## src/hdl/aps_pkg.sv

```systemverilog
// Shared types and constants for the actuator pin sequencer.
package aps_pkg;

  // Field widths fixed by the interface
  localparam int CFG_DATA_W  = 16;
  localparam int CFG_INDEX_W = 3;
  localparam int FUNC_W      = 3;
  localparam int PHASE_W     = 5;
  localparam int DISP_W      = 16;

  // Timeout used when a timeout register holds zero
  localparam logic [CFG_DATA_W-1:0] DEFAULT_TIMEOUT = 16'd500;

  // Configuration register indexes
  localparam logic [CFG_INDEX_W-1:0] CFG_PIN_ENABLED      = 3'd0;
  localparam logic [CFG_INDEX_W-1:0] CFG_FORWARD_DELAY    = 3'd1;
  localparam logic [CFG_INDEX_W-1:0] CFG_BACKWARD_DELAY   = 3'd2;
  localparam logic [CFG_INDEX_W-1:0] CFG_FORWARD_TIMEOUT  = 3'd3;
  localparam logic [CFG_INDEX_W-1:0] CFG_BACKWARD_TIMEOUT = 3'd4;
  localparam logic [CFG_INDEX_W-1:0] CFG_TIMEOUT_CHECK    = 3'd5;

  // Command codes carried by func
  localparam logic [FUNC_W-1:0] FN_NONE     = 3'd0;
  localparam logic [FUNC_W-1:0] FN_GO_FWD   = 3'd1;
  localparam logic [FUNC_W-1:0] FN_GO_BWD   = 3'd2;
  localparam logic [FUNC_W-1:0] FN_HOLD_FWD = 3'd3;
  localparam logic [FUNC_W-1:0] FN_HOLD_BWD = 3'd4;
  localparam logic [FUNC_W-1:0] FN_STOP     = 3'd5;
  localparam logic [FUNC_W-1:0] FN_ABORT    = 3'd6;
  localparam logic [FUNC_W-1:0] FN_IDLE     = 3'd7;

  // Sequence phases
  typedef enum logic [PHASE_W-1:0] {
    PH_IDLE    = 5'd0,
    PH_FSTART  = 5'd1,
    PH_FDELAY  = 5'd2,
    PH_FARM    = 5'd3,
    PH_FMOVE   = 5'd4,
    PH_FREACH  = 5'd5,
    PH_FSKIP   = 5'd6,
    PH_FDONE   = 5'd7,
    PH_FHOLD   = 5'd8,
    PH_BSTART  = 5'd9,
    PH_BDELAY  = 5'd10,
    PH_BARM    = 5'd11,
    PH_BMOVE   = 5'd12,
    PH_BREACH  = 5'd13,
    PH_BSKIP   = 5'd14,
    PH_BDONE   = 5'd15,
    PH_BHOLD   = 5'd16,
    PH_STOP    = 5'd17,
    PH_ABORT   = 5'd18,
    PH_ALARM   = 5'd19,
    PH_ALRESET = 5'd20
  } phase_t;

  // One result transaction
  typedef struct packed {
    logic               valve_forward;
    logic               moving_forward_info;
    logic [PHASE_W-1:0] phase_code;
    logic [DISP_W-1:0]  shown_delay;
    logic               alarm_not_forward;
    logic               alarm_not_backward;
    logic               alarm_carriage;
  } res_t;

endpackage

```

## src/hdl/actuator_pin_sequencer.sv

```systemverilog
// Top level of the actuator pin sequencer: phase logic, timers and output buffer.
// A result is registered in the output register, or in the skid register while the output is stalled.
// Throughput: one transaction per cycle while in_stall is low; the phase/timer update is one combinational pass.
// A two-entry output buffer (output register plus skid register) lets a new transaction
// be accepted while a finished result is stalled; in_stall rises only when both are full.
// Reset (rst_n low, synchronous): idle phase, timers cleared, registers at default values.
module actuator_pin_sequencer
  import aps_pkg::*;
#(
  parameter int TIMER_BITS = 16
) (
  input  logic                   clk,
  input  logic                   rst_n,
  // configuration write port
  input  logic                   cfg_write_en,
  input  logic [CFG_INDEX_W-1:0] cfg_index,
  input  logic [CFG_DATA_W-1:0]  cfg_data,
  // input channel
  input  logic                   in_valid,
  output logic                   in_stall,
  input  logic [FUNC_W-1:0]      in_func,
  input  logic                   in_at_forward_limit,
  input  logic                   in_at_backward_limit,
  input  logic                   in_carriage_at_back,
  // result channel
  output logic                   out_valid,
  input  logic                   out_stall,
  output logic                   out_valve_forward,
  output logic                   out_moving_forward_info,
  output logic [PHASE_W-1:0]     out_phase_code,
  output logic [DISP_W-1:0]      out_shown_delay,
  output logic                   out_alarm_not_forward,
  output logic                   out_alarm_not_backward,
  output logic                   out_alarm_carriage
);

  localparam logic [32:0] TMAX_EXT = (33'd1 << TIMER_BITS) - 33'd1;

  typedef logic [TIMER_BITS-1:0] tcnt_t;

  // Preset from a 16-bit register value, clamped to the largest count
  function automatic tcnt_t clamp_preset(input logic [CFG_DATA_W-1:0] v);
    logic [32:0] ext;
    ext = 33'(v);
    if (ext > TMAX_EXT) return TMAX_EXT[TIMER_BITS-1:0];
    else return ext[TIMER_BITS-1:0];
  endfunction

  function automatic tcnt_t timeout_preset(input logic [CFG_DATA_W-1:0] v);
    return clamp_preset((v == '0) ? DEFAULT_TIMEOUT : v);
  endfunction

  // Configuration registers
  logic                  pin_enabled_r;
  logic [CFG_DATA_W-1:0] forward_delay_r;
  logic [CFG_DATA_W-1:0] backward_delay_r;
  logic [CFG_DATA_W-1:0] forward_timeout_r;
  logic [CFG_DATA_W-1:0] backward_timeout_r;
  logic                  timeout_check_r;

  // Sequence state
  phase_t            phase_r, phase_nxt;
  logic              valve_r, valve_nxt;
  logic              info_r, info_nxt;
  logic              delay_run_r, delay_run_nxt;
  tcnt_t             delay_count_r, delay_count_nxt;
  tcnt_t             delay_preset_r, delay_preset_nxt;
  logic              limit_run_r, limit_run_nxt;
  tcnt_t             limit_count_r, limit_count_nxt;
  tcnt_t             limit_preset_r, limit_preset_nxt;
  logic [DISP_W-1:0] display_r, display_nxt;

  // Output buffer
  logic out_valid_r, skid_valid_r;
  res_t out_r, skid_r;
  res_t res_new;

  logic   accept, out_take;
  logic   delay_done, limit_done;
  logic   al_f, al_b, al_c;
  phase_t cmd_phase;
  logic [31:0] delay_count_ext;

  assign accept   = in_valid && !skid_valid_r;
  assign out_take = out_valid_r && !out_stall;
  assign in_stall = skid_valid_r;

  assign delay_done      = delay_run_r && (delay_count_r >= delay_preset_r);
  assign limit_done      = limit_run_r && (limit_count_r >= limit_preset_r);
  assign delay_count_ext = 32'(delay_count_r);

  // Command decode
  always_comb begin
    case (in_func)
      FN_GO_FWD:   cmd_phase = PH_FSTART;
      FN_GO_BWD:   cmd_phase = PH_BSTART;
      FN_HOLD_FWD: cmd_phase = PH_FHOLD;
      FN_HOLD_BWD: cmd_phase = PH_BHOLD;
      FN_STOP:     cmd_phase = PH_STOP;
      FN_ABORT:    cmd_phase = PH_ABORT;
      FN_IDLE:     cmd_phase = PH_IDLE;
      default:     cmd_phase = phase_r;
    endcase
  end

  // Phase logic for one scan tick
  always_comb begin
    phase_nxt        = (in_func != FN_NONE) ? cmd_phase : phase_r;
    valve_nxt        = valve_r;
    info_nxt         = info_r;
    delay_run_nxt    = delay_run_r;
    delay_preset_nxt = delay_preset_r;
    limit_run_nxt    = limit_run_r;
    limit_preset_nxt = limit_preset_r;
    display_nxt      = display_r;
    al_f = 1'b0;
    al_b = 1'b0;
    al_c = 1'b0;

    case (phase_nxt)
      PH_IDLE, PH_STOP, PH_ABORT, PH_ALARM, PH_ALRESET: begin
        limit_run_nxt = 1'b0;
        delay_run_nxt = 1'b0;
        if (phase_nxt == PH_STOP || phase_nxt == PH_ABORT) phase_nxt = PH_IDLE;
        else if (phase_nxt == PH_ALRESET) phase_nxt = PH_ALARM;
      end
      PH_FSTART: begin
        if (pin_enabled_r && forward_delay_r != '0) begin
          delay_run_nxt    = 1'b1;
          delay_preset_nxt = clamp_preset(forward_delay_r);
          phase_nxt        = PH_FDELAY;
        end else begin
          phase_nxt = PH_FARM;
        end
      end
      PH_BSTART: begin
        if (pin_enabled_r && backward_delay_r != '0) begin
          delay_run_nxt    = 1'b1;
          delay_preset_nxt = clamp_preset(backward_delay_r);
          phase_nxt        = PH_BDELAY;
        end else begin
          phase_nxt = PH_BARM;
        end
      end
      PH_FDELAY, PH_BDELAY: begin
        display_nxt = delay_count_ext[DISP_W-1:0];
        if (delay_done) begin
          delay_run_nxt = 1'b0;
          phase_nxt     = (phase_nxt == PH_FDELAY) ? PH_FARM : PH_BARM;
        end
      end
      PH_FARM: begin
        if (pin_enabled_r) begin
          limit_run_nxt    = 1'b1;
          limit_preset_nxt = timeout_preset(forward_timeout_r);
          phase_nxt        = PH_FMOVE;
        end else begin
          phase_nxt = PH_FSKIP;
        end
      end
      PH_FMOVE: begin
        info_nxt  = 1'b1;
        valve_nxt = 1'b1;
        if (in_at_forward_limit) phase_nxt = PH_FREACH;
      end
      PH_FREACH, PH_BREACH: begin
        limit_run_nxt = 1'b0;
        delay_run_nxt = 1'b0;
        if (phase_nxt == PH_BREACH) info_nxt = 1'b0;
        phase_nxt = (phase_nxt == PH_FREACH) ? PH_FDONE : PH_BDONE;
      end
      PH_FSKIP, PH_BSKIP: begin
        info_nxt      = 1'b0;
        valve_nxt     = 1'b0;
        limit_run_nxt = 1'b0;
        delay_run_nxt = 1'b0;
        phase_nxt = (phase_nxt == PH_FSKIP) ? PH_FDONE : PH_BDONE;
      end
      PH_FHOLD: begin
        info_nxt  = 1'b1;
        valve_nxt = 1'b1;
      end
      PH_BARM: begin
        if (pin_enabled_r) begin
          limit_run_nxt    = 1'b1;
          limit_preset_nxt = timeout_preset(backward_timeout_r);
          phase_nxt        = PH_BMOVE;
        end else if (in_at_backward_limit) begin
          phase_nxt = PH_BSKIP;
        end else begin
          al_b      = 1'b1;
          phase_nxt = PH_ALARM;
        end
      end
      PH_BMOVE: begin
        info_nxt  = 1'b0;
        valve_nxt = 1'b0;
        if (in_at_backward_limit) phase_nxt = PH_BREACH;
      end
      PH_BHOLD: begin
        info_nxt  = 1'b0;
        valve_nxt = 1'b0;
      end
      default: ;
    endcase

    // Motion timeout
    if (limit_done && timeout_check_r) begin
      if (phase_nxt == PH_FMOVE) al_f = 1'b1;
      if (phase_nxt == PH_BMOVE) al_b = 1'b1;
      phase_nxt = PH_ALRESET;
    end

    // Carriage interlock on forward motion
    if (phase_nxt == PH_FMOVE && !in_carriage_at_back) begin
      al_c      = 1'b1;
      phase_nxt = PH_ALARM;
    end

    // On-delay timers count up to their preset while running
    if (!delay_run_nxt) delay_count_nxt = '0;
    else if (delay_count_r < delay_preset_nxt) delay_count_nxt = delay_count_r + 1'b1;
    else delay_count_nxt = delay_count_r;

    if (!limit_run_nxt) limit_count_nxt = '0;
    else if (limit_count_r < limit_preset_nxt) limit_count_nxt = limit_count_r + 1'b1;
    else limit_count_nxt = limit_count_r;

    res_new.valve_forward       = valve_nxt;
    res_new.moving_forward_info = info_nxt;
    res_new.phase_code          = phase_nxt;
    res_new.shown_delay         = display_nxt;
    res_new.alarm_not_forward   = al_f;
    res_new.alarm_not_backward  = al_b;
    res_new.alarm_carriage      = al_c;
  end

  // Configuration registers
  always_ff @(posedge clk) begin
    if (!rst_n) begin
      pin_enabled_r      <= 1'b1;
      forward_delay_r    <= '0;
      backward_delay_r   <= '0;
      forward_timeout_r  <= DEFAULT_TIMEOUT;
      backward_timeout_r <= DEFAULT_TIMEOUT;
      timeout_check_r    <= 1'b1;
    end else if (cfg_write_en) begin
      case (cfg_index)
        CFG_PIN_ENABLED:      pin_enabled_r      <= cfg_data[0];
        CFG_FORWARD_DELAY:    forward_delay_r    <= cfg_data;
        CFG_BACKWARD_DELAY:   backward_delay_r   <= cfg_data;
        CFG_FORWARD_TIMEOUT:  forward_timeout_r  <= cfg_data;
        CFG_BACKWARD_TIMEOUT: backward_timeout_r <= cfg_data;
        CFG_TIMEOUT_CHECK:    timeout_check_r    <= cfg_data[0];
        default: ;
      endcase
    end
  end

  // Sequence state, updated once per accepted transaction
  always_ff @(posedge clk) begin
    if (!rst_n) begin
      phase_r        <= PH_IDLE;
      valve_r        <= 1'b0;
      info_r         <= 1'b0;
      delay_run_r    <= 1'b0;
      delay_count_r  <= '0;
      delay_preset_r <= '0;
      limit_run_r    <= 1'b0;
      limit_count_r  <= '0;
      limit_preset_r <= '0;
      display_r      <= '0;
    end else if (accept) begin
      phase_r        <= phase_nxt;
      valve_r        <= valve_nxt;
      info_r         <= info_nxt;
      delay_run_r    <= delay_run_nxt;
      delay_count_r  <= delay_count_nxt;
      delay_preset_r <= delay_preset_nxt;
      limit_run_r    <= limit_run_nxt;
      limit_count_r  <= limit_count_nxt;
      limit_preset_r <= limit_preset_nxt;
      display_r      <= display_nxt;
    end
  end

  // Output register with skid stage
  always_ff @(posedge clk) begin
    if (!rst_n) begin
      out_valid_r  <= 1'b0;
      skid_valid_r <= 1'b0;
    end else if (skid_valid_r) begin
      if (out_take) begin
        out_valid_r  <= 1'b1;
        skid_valid_r <= 1'b0;
      end
    end else if (accept) begin
      if (!out_valid_r || out_take) out_valid_r <= 1'b1;
      else skid_valid_r <= 1'b1;
    end else if (out_take) begin
      out_valid_r <= 1'b0;
    end
  end

  // Payload registers, no reset needed
  always_ff @(posedge clk) begin
    if (skid_valid_r) begin
      if (out_take) out_r <= skid_r;
    end else if (accept) begin
      if (!out_valid_r || out_take) out_r <= res_new;
      else skid_r <= res_new;
    end
  end

  assign out_valid               = out_valid_r;
  assign out_valve_forward       = out_r.valve_forward;
  assign out_moving_forward_info = out_r.moving_forward_info;
  assign out_phase_code          = out_r.phase_code;
  assign out_shown_delay         = out_r.shown_delay;
  assign out_alarm_not_forward   = out_r.alarm_not_forward;
  assign out_alarm_not_backward  = out_r.alarm_not_backward;
  assign out_alarm_carriage      = out_r.alarm_carriage;

endmodule

```

## config.mk

```make
export PLATFORM = sky130hd
export DESIGN_NAME = actuator_pin_sequencer
export DESIGN_NICKNAME = d
export VERILOG_FILES = /design/src/hdl/aps_pkg.sv /design/src/hdl/actuator_pin_sequencer.sv
export SDC_FILE = /design/constraint.sdc
export NUM_CORES = 1
export LEC_CHECK = 0
export BUFFER_PORTS_ARGS = -buffer_cell sky130_fd_sc_hd__buf_2
export CAP_MARGIN = 20
export CORE_UTILIZATION = 56
export CTS_BUF_LIST = sky130_fd_sc_hd__clkbuf_16
export DETAILED_ROUTE_END_ITERATION = 6
export GPL_TIMING_DRIVEN = 1
export PLACE_DENSITY = 0.88
export SETUP_SLACK_MARGIN = 0.4
export SYNTH_ARGS = -nofsm -noshare
export SYNTH_HDL_FRONTEND = slang
export SYNTH_SLANG_ARGS = --single-unit
export TNS_END_PERCENT = 10
```

## constraint.sdc

```tcl
create_clock -name clk -period 4.2 [get_ports clk]
set_input_delay 0.84 -clock clk [delete_from_list [all_inputs] [get_ports clk]]
set_output_delay 0.84 -clock clk [all_outputs]
set_load 0.005 [all_outputs]
```

# [After elaboration in Yosys (flattened, before gate mapping)]
# Cells that the tools add are included.
[classes] n_eq_ne=37 magnitude_cmp=4 muxes=61 n_reduce_logical=43 bitwise_logic=2 add_sub_neg=2
[op_table] cell="16-bit 2-to-1 mux" count=11
[op_table] cell="26-bit 2-to-1 mux" count=4
[op_table] cell="16-bit one-hot mux with 2 select lines" count=2
[op_table] cell="5-bit 2-to-1 mux" count=10
[op_table] cell="5-bit one-hot mux with 10 select lines" count=1
[op_table] cell="5-bit by 4-bit equality test with 1-bit output, second input constant" count=8
[op_table] cell="5-bit one-hot mux with 7 select lines" count=1
[op_table] cell="16-bit by 1-bit adder with 16-bit output, second input constant" count=2
[op_table] cell="16-bit >= comparator" count=2
[op_table] cell="16-bit logical NOT" count=2
[op_table] cell="16-bit < comparator" count=2
[op_table] cell="16-bit nonzero test" count=2
[op_table] cell="5-bit by 3-bit equality test with 1-bit output, second input constant" count=5
[op_table] cell="5-bit equality test, second input constant" count=5
[op_table] cell="1-bit 2-to-1 mux" count=24
[op_table] cell="3-bit equality test, second input constant" count=6
[op_table] cell="2-bit AND reduction" count=8
[op_table] cell="3-bit by 2-bit equality test with 1-bit output, second input constant" count=4
[op_table] cell="4-bit 2-to-1 mux" count=3
[op_table] cell="5-bit by 2-bit equality test with 1-bit output, second input constant" count=2
[op_table] cell="2-bit OR reduction" count=5
[op_table] cell="3-bit AND reduction" count=3
[op_table] cell="9-bit OR reduction" count=1
[op_table] cell="1-bit logical AND" count=8
[op_table] cell="other kinds (17)" count=28
[word_totals] ff_bits=209

# [Logic depth before layout (Yosys ltp)]
[logic_depth] depth_word=14 mapped_depth=17 mapped_depth_nobuf=13

# [Least setup slack after synthesis]
# OpenSTA, ideal clock, no wires.
[synth_path] path_kind="in2reg" start="input port in_func[1]" end="register limit_count_r[3]" arrival_ns=3.957 path_buffers=4 slack_ns=0.170 cell_stages=16 cell_sequence="buf_2 > or3_1 > buf_2 > nor3_4 > nand3_1 > clkbuf_1 > nor2_1 > a21oi_1 > ha_1 > a2111o_1 > o31ai_1 > a211o_1 > o211ai_1 > buf_2 > or3_1 > a21oi_1"
[synth_via] elab_chain_cells=8 elab_cells_between_ends=29 cone_classes="order compare (1); eq/ne (18); mux (5); reduce/logical (5)"
[synth_lines] item="from (decl)" line_no="actuator_pin_sequencer.sv:21" text="input logic [FUNC_W-1:0] in_func,"
[synth_lines] item="3-bit equality test, or another cell as far along" line_no="actuator_pin_sequencer.sv:94" text="case (in_func)"
[synth_lines] item="5-bit one-hot mux with 7 select lines" line_no="actuator_pin_sequencer.sv:94"
[synth_lines] item="5-bit 2-to-1 mux (*)" line_no="actuator_pin_sequencer.sv:108" text="phase_nxt = (in_func != FN_NONE) ? cmd_phase : phase_r;"
[synth_lines] item="5-bit by 4-bit equality test with 1-bit output, or another cell as far along" line_no="actuator_pin_sequencer.sv:120" text="case (phase_nxt)"
[synth_lines] item="16-bit one-hot mux with 2 select lines, or another cell as far along" line_no="actuator_pin_sequencer.sv:120"
[synth_lines] item="16-bit < comparator or 1-bit one-hot mux with 2 select lines (tied branches)" line_no="actuator_pin_sequencer.sv:226, actuator_pin_sequencer.sv:120"
[synth_lines] item="2-bit by 1-bit inequality test with 1-bit output (no source line)"
[synth_lines] item="2-bit AND reduction (no source line)"
[synth_lines] item="to (signal assigned)" line_no="actuator_pin_sequencer.sv:281" text="limit_count_r <= limit_count_nxt;"
[synth_lines] item="to (decl)" line_no="actuator_pin_sequencer.sv:69" text="tcnt_t limit_count_r, limit_count_nxt;"
# Every way passes the cells marked *; elsewhere a longest branch is shown, timed or not.
# A chain may end at the register's enable or synchronous reset.

# [Final worst setup path]
[layout_path] start="register forward_delay_r[2]" end="register delay_count_r[14]"
[layout_via] elab_chain_cells=7 elab_cells_between_ends=10 cone_classes="order compare (1); eq/ne (1); mux (5); reduce/logical (3)"
[layout_lines] item="from (decl)" line_no="actuator_pin_sequencer.sv:55" text="logic [CFG_DATA_W-1:0] forward_delay_r;"
[layout_lines] item="from (signal assigned)" line_no="actuator_pin_sequencer.sv:250" text="CFG_FORWARD_DELAY: forward_delay_r <= cfg_data;"
[layout_lines] item="16-bit nonzero test" line_no="actuator_pin_sequencer.sv:128" text="if (pin_enabled_r && forward_delay_r != '0) begin"
[layout_lines] item="1-bit logical AND" line_no="actuator_pin_sequencer.sv:128"
[layout_lines] item="16-bit 2-to-1 mux" line_no="actuator_pin_sequencer.sv:128"
[layout_lines] item="16-bit one-hot mux with 2 select lines" line_no="actuator_pin_sequencer.sv:120"
[layout_lines] item="16-bit < comparator" line_no="actuator_pin_sequencer.sv:222" text="else if (delay_count_r < delay_preset_nxt) delay_count_nxt = delay_count_r + 1'b1;"
[layout_lines] item="2-bit by 1-bit inequality test with 1-bit output (no source line)"
[layout_lines] item="2-bit AND reduction (no source line)"
[layout_lines] item="to (signal assigned)" line_no="actuator_pin_sequencer.sv:278" text="delay_count_r <= delay_count_nxt;"
[layout_lines] item="to (decl)" line_no="actuator_pin_sequencer.sv:66" text="tcnt_t delay_count_r, delay_count_nxt;"
# Parallel ways exist; a longest one is shown, timed or not.

==> flow_summary.toml <==
[finish]
nNetsFinal = 1441
area.growth.synth_to_final_pct = 15.2
mostFrequentLayoutCell = "sky130_fd_sc_hd__nand2_1"
final_area_um2 = 12700
antenna_cells = 0
fill_cell_total_of_the_finished_layout = 1511
layout.cells.most_common_list = "sky130_fd_sc_hd__nand2_1, sky130_fd_sc_hd__dfxtp_1, sky130_fd_sc_hd__nor2_1, sky130_fd_sc_hd__a21oi_1"
final_cell_count_no_fill = 1627
layout-drive-gt1-share = 0.174

[setup_path]
timing.reg2reg.setup_slack_ns = 0.45
required_ns = 4.56
timing.rr.start = "forward_delay_r[2]"
setup_crit_start_kind = "register"
cp_max_delay_cell = "sky130_fd_sc_hd__or4_4"
worstPathMaxFanout = 8
critPathLaunch = "forward_delay_r[2]"
cp_cell_sequence = "or4_4 -> o41ai_4 -> buf_4 -> a2bb2oi_4 -> buf_12 -> a21oi_1 -> ha_1 -> and3_1 -> o2111ai_2 -> a221o_1 -> o21a_1 -> o21ai_1 -> o22ai_1"
worstSetupEndpointType = "register"
type_of_the_setup_path_with_the_least_slack = "register to register"
arrival_time_at_the_worst_endpoint_ns = 4.11
slowest_stage_delay_cp_ns = 0.56

[detailed_routing]
num_vias = 10200
firstDrtPassIters = 5
ant_nets = 0
drt_iter0_drc = 1000
routed_wire_length_per_instance_um = 18.3
drt-total-wl_mm = 29.8
detail_route.drc_violations = 0
drt-vias-per-instance = 6.24

[place]
gp_congestion = 0.979
placed_area_um2 = 11800
buffer_ports.inserted = 57
dp_hpwl_mm = 20.3
dp_cells = 1581

[timing]
worst-slew-pin-transition_ns = 1.13
final-setup-viol-count = 0
maxClockFrequency_ghz = 0.266
grt_setup_unrepaired = "yes"
share_of_the_clock_period_used_by_the_worst_path_after_layout = 0.894
clock_skew_ns = 0.0114
maxSlewHeadroom = 0.248
timing_hold_violations_final = 0
fin_crit_ns = 3.75
holdWs_ns = 0.474
fin_setup_tns_ns = 0
max_slew_violation_count = 0

[hold_path]
start_point_of_the_worst_hold_path = "backward_delay_r[10]"
hold_path_class = "register to register"

[synth]
syn_area_um2 = 11100
synth.yosys.warnings = 0
synth_enable_flop_cells = 52
syn_inst = 1283
synth_flop_cell = "sky130_fd_sc_hd__dfxtp_1"
part_of_the_yosys_area_used_for_sequential_elements = 0.425
synthDistinctLibCells = 82
synth_async_sr_flop_share = 0
synthesis.nets = 1377
number_of_synthesized_register_bits = 209
synth.avg_cell_area_um2 = 8.62

[global_routing]
number_of_global_route_vias_before_repair = 9473
largest_net_degree_at_the_start_of_global_routing = 103
initial_antenna_violation_count = 0
global_route_total_overflow = 0
grtUsageTotal = 0.280
grt_pass1_wl_mm = 45.6

[die]
coreArea_um2 = 19400
floorplan.io_pins = 58
die_area_um2 = 20300
dieHeight_um = 143
starting_density = 0.570
floorplan.rows = 51
die_x_extent_um = 143

[pwr]
finalPower_uw = 4690
power_density_nw_per_um2 = 368
power_leakage_uw = 0.00501
max-vdd-ir-drop_mv = 0.277

[run_status]
status = "finished, final reports clean"

[clock_tree]
clock_sink_count = 209
cts_max_level = 1
clkSlewWorstSetupHoldPaths_ns = 0.06
tritoncts.num_buffers = 22
postCtsHoldBufs = 0
clockBufferDepth = 3
clock-root-buffer = "sky130_fd_sc_hd__clkbuf_16"
clock_insertion_delay_worst_skew_ns = 0.51
cts_tree = "yes"

[run]
drv_cap = 0
worst paths after layout:
check | endpoint | cells past startpoint
max | delay_count_r[14] | 13
min | backward_delay_r[10] | 2
max reg2reg | delay_count_r[14] | 13
min reg2reg | backward_delay_r[10] | 2
worst max-delay path, delay by kind of cell, from the launching register on:
kind | cells | cell delay (ns)
AO/OA/AOI/OAI | 8 | 1.79
adder cells (fa/ha/maj) | 1 | 0.34
buffers and inverters | 2 | 0.37
flip-flops | 1 | 0.33
AND/OR/NAND/NOR | 2 | 0.77
registers in the layout, summed over array words and instances (netlist names), 5 cells and up:
signal / cells
limit_preset_r: 16
out_shown_delay: 16
delay_count_r: 16
out_phase_code: 5
skid_r: 26
forward_timeout_r: 16
limit_count_r: 16
display_r: 16
forward_delay_r: 16
phase_r: 5
backward_delay_r: 16
delay_preset_r: 16
backward_timeout_r: 16
power breakdown:
group	internal (uW)	switching, uW
sequential	2160	58.4
combinational	263	398
clock	1040	770
total	3460	1230
metal layers:
| metal | up-vias | GRT usage | share of wire |
|---|---|---|---|
| met5 | - | 0 | 0 |
| met4 | 0 | 0.126 | 0.041 |
| met3 | 114 | 0.0468 | 0.072 |
| met2 | 471 | 0.474 | 0.48 |
| met1 | 4790 | 0.348 | 0.40 |
| li1 | 4779 | - | - |
Yosys cell counts (all sizes together) (4+ instances only):
cell type  instances  share of area
o31ai              8         0.0054
edfxtp            52           0.14
nor3              36          0.018
a21oi            120          0.054
clkbuf            54          0.018
a211oi            30          0.020
nand3             33          0.015
o221ai             4         0.0032
a22o              17          0.013
mux2i             11          0.010
inv               58          0.020
or4                9         0.0068
nor2             132          0.045
nand4             15         0.0091
and2               9         0.0051
mux2              32          0.033
a31oi             13         0.0074
or2                6         0.0034
or3                9         0.0051
nor3b              5         0.0034
nor4              13         0.0074
ha                64          0.072
xor2               5         0.0040
o21ai             52          0.024
and3               9         0.0051
a31o               4         0.0032
o211ai            11         0.0079
o22ai             12         0.0068
o21a               6         0.0041
nand2            192          0.065
o2111ai            6         0.0048
buf               17         0.0086
dfxtp            157           0.28
nor2b              9         0.0051
a21o              14         0.0095
logic make-up (layout without fill, tap and decap cells):
group,Yosys count,count (layout),share of synthesized area
multiplexers,43,43,0.0425
buffers and inverters,129,208,0.0466
XOR/XNOR,8,8,0.00634
adder cells (fa/ha/maj),64,64,0.0724
AO/OA/AOI/OAI,342,342,0.205
flip-flops,209,209,0.425
AND/OR/NAND/NOR,488,488,0.202
per-stage QoR:
stage / util / worst slack [ns]
after CTS: 0.642 / 0.370
after global placement: 0.606 / 0.0311
after floorplan: - / 0.266
final: 0.657 / 0.447
after detailed placement: 0.606 / -0.201
after global routing: 0.657 / 0.284
what timing repair did:
action                     4_1_cts  5_1_grt
buffers inserted                 1        5
setup endpoints to repair       21       32
resized for setup                5       47
pin swaps                        1       26
cloned                           0        1
layout make-up:
cell class	instances	area [um2]	area share
Tap cell	265	332	0.0260
Timing Repair Buffer	111	737	0.0579
Clock buffer	23	576	0.0452
Sequential cell	209	4710	0.370
Clock inverter	16	87.6	0.00688
Multi-Input combinational cell	945	6080	0.477
Inverter	58	218	0.0171
(Power assumes the default switching activity.)
